## src/rtl/rsu_pkg.sv

```systemverilog
// Shared types and constants of the Rprop step adaptation block.
package rsu_pkg;

  localparam int unsigned FactorW   = 16;
  localparam int unsigned StepW     = 32;
  localparam int unsigned MagW      = 31;
  localparam int unsigned ProdW     = 48;
  localparam int unsigned FracShift = 12;
  localparam int unsigned CfgIdxW   = 3;

  // Output queue; it also bounds the transactions in flight.
  localparam int unsigned OutFifoDepth = 8;
  localparam int unsigned OutFifoAw    = 3;

  localparam logic [ProdW:0] RoundBias = (ProdW + 1)'(1) << (FracShift - 1);

  localparam logic [FactorW-1:0] GrowFactorRst   = 16'd4915;
  localparam logic [FactorW-1:0] ShrinkFactorRst = 16'd2048;
  localparam logic [MagW-1:0]    StepMinRst      = 31'd17;
  localparam logic [MagW-1:0]    StepMaxRst      = 31'd838860800;
  localparam logic [MagW-1:0]    StepStartRst    = 31'd1677722;

  typedef enum logic [CfgIdxW-1:0] {
    CfgGrowFactor   = 3'd0,
    CfgShrinkFactor = 3'd1,
    CfgStepMin      = 3'd2,
    CfgStepMax      = 3'd3,
    CfgStepStart    = 3'd4
  } cfg_reg_e;

  // Control that travels with each item down the pipeline.
  typedef struct packed {
    logic valid;
    logic ok;
    logic zero_grad;
    logic grad_neg;
  } stage_ctl_t;

endpackage

```

## src/rtl/rsu_out_fifo.sv

```systemverilog
// Output queue of finished steps toward the result channel.
module rsu_out_fifo import rsu_pkg::*; (
  input  logic             clk_i,
  input  logic             rst_ni,
  input  logic             push_i,
  input  logic [StepW-1:0] push_data_i,
  output logic             valid_o,
  input  logic             stall_i,
  output logic [StepW-1:0] data_o
);

  logic [StepW-1:0]     mem_q [OutFifoDepth];
  logic [OutFifoAw-1:0] wr_ptr_q, rd_ptr_q;
  logic [OutFifoAw:0]   count_q;
  logic                 pop;

  assign valid_o = (count_q != '0);
  assign pop     = valid_o & ~stall_i;
  assign data_o  = mem_q[rd_ptr_q];

  always_ff @(posedge clk_i or negedge rst_ni) begin
    if (!rst_ni) begin
      wr_ptr_q <= '0;
      rd_ptr_q <= '0;
      count_q  <= '0;
    end else begin
      if (push_i) begin
        wr_ptr_q <= wr_ptr_q + OutFifoAw'(1);
      end
      if (pop) begin
        rd_ptr_q <= rd_ptr_q + OutFifoAw'(1);
      end
      count_q <= count_q + (OutFifoAw + 1)'(push_i) - (OutFifoAw + 1)'(pop);
    end
  end

  always_ff @(posedge clk_i) begin
    if (push_i) begin
      mem_q[wr_ptr_q] <= push_data_i;
    end
  end

endmodule

```

## config.mk

```make
export PLATFORM = sky130hd
export DESIGN_NAME = rsu_out_fifo
export DESIGN_NICKNAME = d
export VERILOG_FILES = /design/src/rtl/rsu_pkg.sv /design/src/rtl/rsu_out_fifo.sv
export SDC_FILE = /design/constraint.sdc
export NUM_CORES = 1
export LEC_CHECK = 0
export ABC_AREA = 1
export BUFFER_PORTS_ARGS = -buffer_cell sky130_fd_sc_hd__buf_4
export CELL_PAD_IN_SITES_DETAIL_PLACEMENT = 1
export CELL_PAD_IN_SITES_GLOBAL_PLACEMENT = 2
export CORE_UTILIZATION = 43
export CTS_CLUSTER_SIZE = 14
export DETAILED_ROUTE_END_ITERATION = 10
export GPL_ROUTABILITY_DRIVEN = 1
export PLACE_DENSITY_LB_ADDON = 0.1
export SLEW_MARGIN = 20
export SYNTH_ARGS = -nofsm -noshare
export SYNTH_HDL_FRONTEND = slang
export SYNTH_SLANG_ARGS = --single-unit
```

## constraint.sdc

```tcl
create_clock -name clk_i -period 3.65 [get_ports clk_i]
set_input_delay 0.73 -clock clk_i [delete_from_list [all_inputs] [get_ports clk_i]]
set_output_delay 0.73 -clock clk_i [all_outputs]
set_load 0.01 [all_outputs]
```

==> out/qor.yml <==
outcome:
  outcome: "complete, no violations"
synthesis:
  synth_area_sq_um: 11700
  synth_edf_count: 256
  synth_mux_area_share_pct: 0
  synth-async-reset-ratio_pct: 3.76
  synthSimpleGateAreaFrac_pct: 19.6
  synth-adder-area-share_pct: 0.920
  synth_top_area_share_pct: 65.7
  synth_area_leaders: "edfxtp_1 66%, nand2_1 14%, inv_1 8.8%"
  synth_common_cells: "429 x nand2_1, 273 x inv_1, 256 x edfxtp_1"
  yosysUniqueCellTypes: 18
  ys_seq_area_share_pct: 67.8
  syn_inst: 1174
  synth.most_common_cell: "nand2_1"
  avgSynthCellArea_sq_um: 9.97
  yosys_register_bits: 266
  postSynthNetCount: 1218
  synth_area_leader_cell: "edfxtp_1"
  synth_top_family_by_area: "simple AND/OR/NAND/NOR gates"
  synthFlopType: "edfxtp_1"
  synth.yosys.warnings: 0
  synth_xor_area_share_pct: 0.374
  synth_compound_area_share_pct: 0.171
pwr:
  power_mw: 10.6
  clock_power_share_pct: 28.1
  combinationalPowerShare_pct: 36.0
  p_switching_mw: 3.79
  power_density_nw_per_um2: 779
  ir_drop_v: 0.000537
  swShare_pct: 35.6
  p_seq_share_pct: 35.9
  leakage_nw: 6.32
  p_int_mw: 6.85
sta:
  setup_viol: 0
  fmax_ghz: 0.328
  tns_ps: 0
  slew_viol_final: 0
  period_minus_slack_ps: 3050
  period_share_pct: 83.6
  worst_pin_slew_ps: 633
  skew_ps: 8.84
  rsz0062_at_grt: "no"
  relSlewSlack_pct: 57.8
  finalHoldViolCount: 0
critical_path:
  crit_path_start_kind: "flip-flop"
  endpoint_kind: "primary output"
  timing.rr.end: "count_q[2]$_DFF_PN0_"
  r2r_slack_ps: 1500
  crit_required_ps: 2920
  r2r-start: "count_q[2]$_DFF_PN0_"
  arrival_ps: 2320
  r2r_cells: 11
  cp_max_fo: 55
  critical_path_class: "flip-flop to primary output"
die:
  start_util_pct: 43.7
  pin_count: 69
  rows: 60
  die_y_um: 167
  dieArea_sq_um: 27900
  die_x_um: 167
  core_sq_um: 26800
clock_tree:
  cts_resized: 0
  clk_latency_ps: 550
  cts_hold_buf: 1
  htreeDepth: 1
  cts_made_buffers: 30
  clkSlewWorstSetupHoldPaths_ps: 60
  clock_path_buffers: 3
  cts_tree: "yes"
  clkSinkCount: 266
  cts_root_buffer: "clkbuf_16"
  cts_setup_buffers: 0
route:
  routed_wl_um: 28400
  firstDrtPassIters: 5
  wl_per_cell_um: 17.7
  route.detailed.drc: 0
  final_antenna_net_count: 0
  detail_route.vias_per_cell: 4.75
  route.met2.wl_um: 14200
  dr_wl_met3_um: 787
  wirelength_met1_um: 13000
  num_vias: 7635
  drt_iter0_markers: 381
  highest_layer: "met4"
global_routing:
  grt.total_usage_pct: 21.3
  overflow: 0
  antenna_found_initial: 0
  grt_pass1_wl_um: 45600
  grt_pass1_vias: 8279
  grt_max_degree: 130
finish:
  drive_above_1_share_pct: 11.0
  antenna_cells: 0
  area_delta_synth_final_pct: 16.7
  layout.nets: 1287
  postLayoutCellArea_sq_um: 13700
place:
  dpl-instance-area_sq_um: 12700
  place_hpwl_um: 15400
  port_buffers: 68
  gp_congestion: 0.709
min_path:
  hold_end: "mem_q[3][15]$_DFFE_PP_"
  worstHoldPathType: "primary input to flip-flop"
  min-delay-start: "push_data_i[15]"
  whs_path_depth: 1
flow_run:
  maxCapViolCount: 0
## routing by layer
metal	GRT usage, %	up-vias
met2	37.9	99
met5	0	-
met4	4.71	0
li1	-	3780
met3	2.28	33
met1	27.9	3723
## layout make-up
cell class	count	area [sq um]
clock buffers	36	795
clock inverters	20	186
fillers	2934	13100
inverters	274	1030
multi-input cells	585	2530
flip-flops and latches	266	7940
well taps	341	427
repair buffers	86	748
## placed cells by master (no fill, tap or decap)
| cell type | n |
|---|---|
| a21oi_1 | 1 |
| buf_12 | 8 |
| buf_4 | 77 |
| bufinv_16 | 4 |
| clkbuf_1 | 5 |
| clkbuf_16 | 31 |
| clkinv_1 | 11 |
| clkinv_2 | 5 |
| dfrtp_1 | 7 |
| dfrtp_2 | 2 |
| dfrtp_4 | 1 |
| dlygate4sd3_1 | 1 |
| edfxtp_1 | 256 |
| fa_1 | 1 |
| ha_1 | 7 |
| inv_1 | 272 |
| inv_2 | 1 |
| inv_4 | 1 |
| nand2_1 | 429 |
| nand3_1 | 130 |
| nor2_4 | 8 |
| o21ai_0 | 3 |
| or2_2 | 1 |
| xnor2_1 | 2 |
| xor2_1 | 3 |
## per-stage QoR
stage                     worst slack [ps]  std cells  utilization, %  hold WS [ps]
after floorplan                        794       1174               -           434
final                                  600       1608            51.0           428
after global routing                   479       1608            51.0           410
after CTS                              537       1608            51.0           401
after detailed placement              1180       1551            47.3           533
after global placement                1190       1551            47.3           524
## power groups by stage
stage / clock (mW) / combinational, mW / sequential (mW)
global placement: 0 / 3.86 / 3.87
floorplan: 0 / 2.41 / 3.86
CTS: 3.05 / 3.95 / 3.83
detailed placement: 0 / 3.92 / 3.89
finish: 2.99 / 3.83 / 3.82
global route: 3.16 / 4.33 / 3.85
## registers in the layout, indices dropped and copies added (netlist names)
| name | count |
|---|---|
| count_q | 4 |
| mem_q | 256 |
| rd_ptr_q | 3 |
| wr_ptr_q | 3 |
## worst max-delay path by stage
stage,startpoint,endpoint,slack (ps),cells after the start
after CTS,rd_ptr_q[0]$_DFFE_PN0P_,data_o[31],540,8
after detailed placement,rd_ptr_q[0]$_DFFE_PN0P_,data_o[21],1180,8
final,rd_ptr_q[0]$_DFFE_PN0P_,data_o[31],600,8
after global routing,rd_ptr_q[0]$_DFFE_PN0P_,data_o[7],480,8
after global placement,rd_ptr_q[0]$_DFFE_PN0P_,data_o[31],1190,8
after floorplan,push_i,mem_q[0][0]$_DFFE_PP_,790,3
## kinds of logic after synthesis
family / Yosys count
simple gates: 568
buf+inv: 323
flops: 266
fa+ha+maj: 8
xor+xnor: 5
compound gates: 4
## worst max-delay path, cell delays in order (launching register included)
cell	delay, ps
dfrtp_4	500
inv_4	340
buf_12	330
nand2_1	110
nand3_1	100
nand2_1	60
nand2_1	60
nand2_1	100
buf_4	160
(Power assumes the default switching activity.)
