`config.mk`:
```
export PLATFORM = sky130hd
export DESIGN_NAME = rsu_step_pipe
export DESIGN_NICKNAME = d
export VERILOG_FILES = /design/src/rtl/rsu_pkg.sv /design/src/rtl/rsu_step_pipe.sv
export SDC_FILE = /design/constraint.sdc
export NUM_CORES = 2
export LEC_CHECK = 0
export BUFFER_PORTS_ARGS = -buffer_cell sky130_fd_sc_hd__buf_4
export CORE_MARGIN = 3
export CORE_UTILIZATION = 45
export CTS_BUF_LIST = sky130_fd_sc_hd__clkbuf_8
export CTS_CLUSTER_DIAMETER = 60
export DETAILED_ROUTE_END_ITERATION = 10
export GPL_ROUTABILITY_DRIVEN = 0
export GPL_TIMING_DRIVEN = 0
export PLACE_DENSITY_LB_ADDON = 0.12
export SLEW_MARGIN = 40
export SYNTH_ARGS = -nofsm -noshare
export SYNTH_HDL_FRONTEND = slang
export SYNTH_SLANG_ARGS = --single-unit
```
`constraint.sdc`:
```
create_clock -name clk_i -period 25.6 [get_ports clk_i]
set_clock_uncertainty 0.05 [all_clocks]
set_input_delay 0 -clock clk_i [delete_from_list [all_inputs] [get_ports clk_i]]
set_output_delay 0 -clock clk_i [all_outputs]
set_load 0.03 [all_outputs]
```
`src/rtl/rsu_pkg.sv`:
```
// Shared types and constants of the Rprop step adaptation block.
package rsu_pkg;

  localparam int unsigned FactorW   = 16;
  localparam int unsigned StepW     = 32;
  localparam int unsigned MagW      = 31;
  localparam int unsigned ProdW     = 48;
  localparam int unsigned FracShift = 12;
  localparam int unsigned CfgIdxW   = 3;

  // Output queue; it also bounds the transactions in flight.
  localparam int unsigned OutFifoDepth = 8;
  localparam int unsigned OutFifoAw    = 3;

  localparam logic [ProdW:0] RoundBias = (ProdW + 1)'(1) << (FracShift - 1);

  localparam logic [FactorW-1:0] GrowFactorRst   = 16'd4915;
  localparam logic [FactorW-1:0] ShrinkFactorRst = 16'd2048;
  localparam logic [MagW-1:0]    StepMinRst      = 31'd17;
  localparam logic [MagW-1:0]    StepMaxRst      = 31'd838860800;
  localparam logic [MagW-1:0]    StepStartRst    = 31'd1677722;

  typedef enum logic [CfgIdxW-1:0] {
    CfgGrowFactor   = 3'd0,
    CfgShrinkFactor = 3'd1,
    CfgStepMin      = 3'd2,
    CfgStepMax      = 3'd3,
    CfgStepStart    = 3'd4
  } cfg_reg_e;

  // Control that travels with each item down the pipeline.
  typedef struct packed {
    logic valid;
    logic ok;
    logic zero_grad;
    logic grad_neg;
  } stage_ctl_t;

endpackage

```
`src/rtl/rsu_step_pipe.sv`:
```
// Step arithmetic: magnitude and factor select, scale, round, clamp and sign.
module rsu_step_pipe import rsu_pkg::*; #(
  parameter int unsigned AW = 13
) (
  input  logic               clk_i,
  input  logic               rst_ni,
  input  stage_ctl_t         in_ctl_i,
  input  logic [AW-1:0]      in_addr_i,
  input  logic [StepW-1:0]   old_step_i,
  input  logic [FactorW-1:0] grow_factor_i,
  input  logic [FactorW-1:0] shrink_factor_i,
  input  logic [MagW-1:0]    step_min_i,
  input  logic [MagW-1:0]    step_max_i,
  output stage_ctl_t         b_ctl_o,
  output logic [AW-1:0]      b_addr_o,
  output logic               wr_en_o,
  output logic [AW-1:0]      wr_addr_o,
  output logic [StepW-1:0]   wr_step_o,
  output stage_ctl_t         res_ctl_o,
  output logic [AW-1:0]      res_addr_o,
  output logic [StepW-1:0]   res_step_o
);

  stage_ctl_t         b_ctl_q, c_ctl_q, d_ctl_q;
  logic [AW-1:0]      b_addr_q, c_addr_q, d_addr_q;
  logic [StepW-1:0]   b_mag_q;
  logic [FactorW-1:0] b_factor_q;
  logic [ProdW-1:0]   c_prod_q;
  logic [StepW-1:0]   d_step_q;

  logic               old_neg;
  logic [StepW-1:0]   mag_d;
  logic [FactorW-1:0] factor_d;
  logic [ProdW:0]     rounded;
  logic [ProdW-FracShift:0] scaled;
  logic [MagW-1:0]    mag_hi;
  logic [MagW-1:0]    mag_clamped;
  logic [StepW-1:0]   new_step;

  // Magnitude of the old step and the factor that applies to it.
  always_comb begin
    old_neg  = old_step_i[StepW-1];
    mag_d    = old_neg ? (~old_step_i + StepW'(1)) : old_step_i;
    factor_d = (old_neg != in_ctl_i.grad_neg) ? grow_factor_i : shrink_factor_i;
  end

  // Round to nearest, clamp to [min, max], then point against the gradient; a zero gradient gives zero.
  always_comb begin
    rounded     = {1'b0, c_prod_q} + RoundBias;
    scaled      = rounded[ProdW:FracShift];
    mag_hi      = (scaled > (ProdW - FracShift + 1)'(step_max_i)) ? step_max_i
                                                                  : scaled[MagW-1:0];
    mag_clamped = (mag_hi < step_min_i) ? step_min_i : mag_hi;
    if (c_ctl_q.zero_grad) begin
      new_step = '0;
    end else if (c_ctl_q.grad_neg) begin
      new_step = {1'b0, mag_clamped};
    end else begin
      new_step = ~{1'b0, mag_clamped} + StepW'(1);
    end
  end

  always_ff @(posedge clk_i or negedge rst_ni) begin
    if (!rst_ni) begin
      b_ctl_q <= '0;
      c_ctl_q <= '0;
      d_ctl_q <= '0;
    end else begin
      b_ctl_q <= in_ctl_i;
      c_ctl_q <= b_ctl_q;
      d_ctl_q <= c_ctl_q;
    end
  end

  always_ff @(posedge clk_i) begin
    b_addr_q   <= in_addr_i;
    b_mag_q    <= mag_d;
    b_factor_q <= factor_d;
    c_addr_q   <= b_addr_q;
    c_prod_q   <= ProdW'(b_mag_q) * ProdW'(b_factor_q);
    d_addr_q   <= c_addr_q;
    d_step_q   <= new_step;
  end

  assign b_ctl_o    = b_ctl_q;
  assign b_addr_o   = b_addr_q;
  assign wr_en_o    = c_ctl_q.valid & c_ctl_q.ok;
  assign wr_addr_o  = c_addr_q;
  assign wr_step_o  = new_step;
  assign res_ctl_o  = d_ctl_q;
  assign res_addr_o = d_addr_q;
  assign res_step_o = d_step_q;

endmodule

```
==> impl_results.md <==
- Status: completed
- # DRC: 0
- Synth Area in Adders: 0.441
- Setup_tns: 0 ns
- Yosys warnings: 0
- Min-delay src: step_max_i[4]
- HPWL Detailed: 61900 µm
- Vias per cell: 5.28
- H-tree depth: 4
- Post-Syn Area: 24100 µm²
- Area growth from synthesis to layout: 20.6%
- Final ANT Viol Nets: 0
- Vias in the first global route: 21400
- First-pass GRT wire length: 117000 µm
- Mean area per synthesized cell: 8.91 µm²
- Sequential-to-total area share from yosys stat: 0.142
- Number of gates resized after cts: 0
- Hold worst-path end: res_step_o[4]$_DFF_P_
- CP max-delay cell: nor4_1
- FF-to-FF End: res_step_o[28]$_DFF_P_
- Initial Util: 0.456
- Initial drt markers: 1224
- Clk root buf: clkbuf_8
- Synth Area in XOR/XNOR: 0.0455
- Worst Tran Pin Value: 0.874 ns
- WHS Path Cells: 7
- Fmax: 0.0848 GHz
- I/O pin total: 257
- Final critical-path share of the clock period: 0.461
- Final setup fails: 0
- GRT Residual Overflow: 0
- Synthesized instance count: 2699
- Post-Syn Nets: 3442
- Hold crit path type: in -> reg
- Max Cap Viol: 0
- First-pass iteration count of the detailed router: 7
- Final hold vios: 0
- CP startpoint kind: flip-flop
- Worst skew pair latency: 0.59 ns
- Distinct cells, synth: 75
- Port Buf Inserts: 256
- Fraction of layout cells with a size suffix above 1: 0.113
- RSZ-0062 raised after global routing: false
- Aggregate global-route resource usage: 0.269
- # rows: 84
- Reg2reg start: c_prod_q[13]$_DFF_P_
- CP most frequent cell: buf_6
- #FFs+latches synth: 168
- R2R cell count: 40
- Pin count of the biggest net entering global routing: 21
- Crit. End Element: primary output
- CTS tree: done
- Core ar.: 52800 µm²
- Rel. slew slack: 0.402
- Mux share of post-synthesis cell area: 0.0299
- Layout net count: 3887
- CTS Buf Count: 17
- Vias: 20300
- Worst R2R Setup Slack: 14.50 ns
- Total routed wirelength: 74800 µm
- Post-synth EDFFs: 0
- Worst path arrival time: 11.75 ns
- Simple-Gate Fraction of Synth Area: 0.176
- Clock Path Buffers: 2
- Tmin final: 11.80 ns
- Die area: 56300 µm²
- Routed WL per cell: 19.5 µm
- Crit path max fanout: 10
- Main flop type after synthesis: dfxtp_1
- Clock Pin Slew Worst Setup and Hold Paths: 0.12 ns
- Max incr delay on CP: 0.73 ns
- Ant diodes: 0
- Setup Crit Path Kind: reg -> out
- Die X: 237 µm
- Pins over their slew limit: 0
- WP data required: 25.55 ns
- Largest family of logic cells by synthesized area: adder cells
- Ys async rst share: 0.0714
- Sink Count: 168
- Antenna violations before repair: 2
- Die Y: 237 µm
- Synth Area in Compound Gates: 0.0668
[final cells by class]
cell class,instances,area (µm²)
sequential,168,3420
fill,4794,23700
buffer,112,482
tap,688,861
clock buffer,17,234
inverter,501,1880
clock inverter,15,215
multi-input combinational,1918,18300
timing repair buffer,426,3620
[cell families (layout without fill, tap and decap cells)]
logic type / count (synthesis) / count (layout)
muxes: 67 / 67
AOI/OAI and AO/OA: 241 / 241
buffers and inverters: 613 / 1071
DFF: 168 / 168
and+or+nand+nor: 887 / 887
adders and majority gates: 598 / 598
xor gates and xnor gates: 125 / 125
[sequential cells by signal, summed over array words and instances, names as in the netlist]
name	flops
b_mag_q	32
res_step_o	32
b_addr_o	13
c_ctl_q	4
c_prod_q	37
wr_addr_o	13
res_ctl_o	4
b_ctl_o	4
res_addr_o	13
b_factor_q	16
[layer usage]
layer  vias to the layer above  share of wire  global-route usage
li1                       9259              -                   -
met1                     10000           0.41               0.339
met2                       882           0.48               0.459
met3                       123          0.084              0.0606
met4                         0          0.028              0.0889
met5                         -              0                   0
[critical path: cells and delay by family, from the launching register on]
kind,cells,cell delay [ns]
AOI/OAI and AO/OA,11,2.50
xor gates and xnor gates,2,0.68
adders and majority gates,3,1.01
buffers and inverters,10,2.17
DFF,1,0.48
muxes,1,0.27
and+or+nand+nor,14,4.06
[worst max path at each step]
stage                              start                      to  slack, ns  depth (start not counted)
CTS                 c_prod_q[13]$_DFF_P_           wr_step_o[28]      13.80                         41
global route        c_prod_q[13]$_DFF_P_           wr_step_o[28]      13.37                         41
detailed placement  c_prod_q[13]$_DFF_P_           wr_step_o[28]      14.50                         41
floorplan           c_prod_q[11]$_DFF_P_  res_step_o[28]$_DFF_P_      16.38                         41
finish              c_prod_q[13]$_DFF_P_           wr_step_o[28]      13.80                         41
global placement    c_prod_q[11]$_DFF_P_           wr_step_o[28]      14.29                         42
[repair_timing]
item                                   in CTS  in global routing
buffers inserted                            0                  0
hold buffers                              169                  0
endpoints found under the hold margin     109                  0
[synth_stat cells, types with 4 or more instances]
master,n,area share
clkbuf_1,95,0.015
xor2_1,53,0.019
o41ai_1,4,0.0015
dfxtp_1,156,0.13
mux2_2,22,0.010
nand4_1,24,0.0062
ha_1,181,0.094
a21boi_0,5,0.0016
and4_1,13,0.0047
or3_1,13,0.0034
o211ai_1,5,0.0016
o31ai_1,12,0.0037
o21bai_1,4,0.0012
buf_2,8,0.0017
a31oi_1,18,0.0047
o21a_1,7,0.0022
mux2i_1,39,0.016
and3_1,12,0.0031
inv_1,501,0.078
a21o_1,27,0.0084
xnor2_1,72,0.026
dfrtp_1,12,0.012
a21oi_1,68,0.014
fa_1,417,0.35
nor2b_1,7,0.0018
nand2b_1,6,0.0016
o31a_1,4,0.0015
nand3_1,32,0.0067
nor3_1,36,0.0075
nor4_1,17,0.0044
a211oi_1,10,0.0031
nor2_1,120,0.019
and2_1,179,0.047
or4_1,9,0.0028
o21ai_0,41,0.0085
o21ai_1,5,0.0010
a21oi_2,5,0.0018
nand2_1,406,0.063
buf_6,6,0.0028
[through the flow]
stage          hold WS (ns)  instances  utilization  setup slack (ns)  cell area (µm²)
2_1_floorplan        -0.346       2699            -             16.38            24100
3_3_place_gp         -0.205       3643        0.509             14.29            26800
3_5_place_dp         -0.203       3644        0.509             14.50            26900
4_1_cts              0.0297       3845        0.550             13.80            29000
5_1_grt              0.0777       3845        0.550             13.37            29000
6_report             0.0948       3845        0.550             13.80            29000
[cell usage in the layout (no fill, tap or decap), drive strengths merged, types with 27 or more instances in the layout]
cell type / n
a21oi: 74
nand3: 32
dlygate4sd3: 169
inv: 507
nor3: 36
buf: 273
xor2: 53
o21ai: 47
xnor2: 72
a21o: 27
fa: 417
and2: 179
nor2: 121
dfxtp: 156
clkbuf: 112
ha: 181
nand2: 406
mux2i: 41
Power is not shown: default switching activity piles up to over one toggle a cycle in this logic, so the estimate is an artifact.
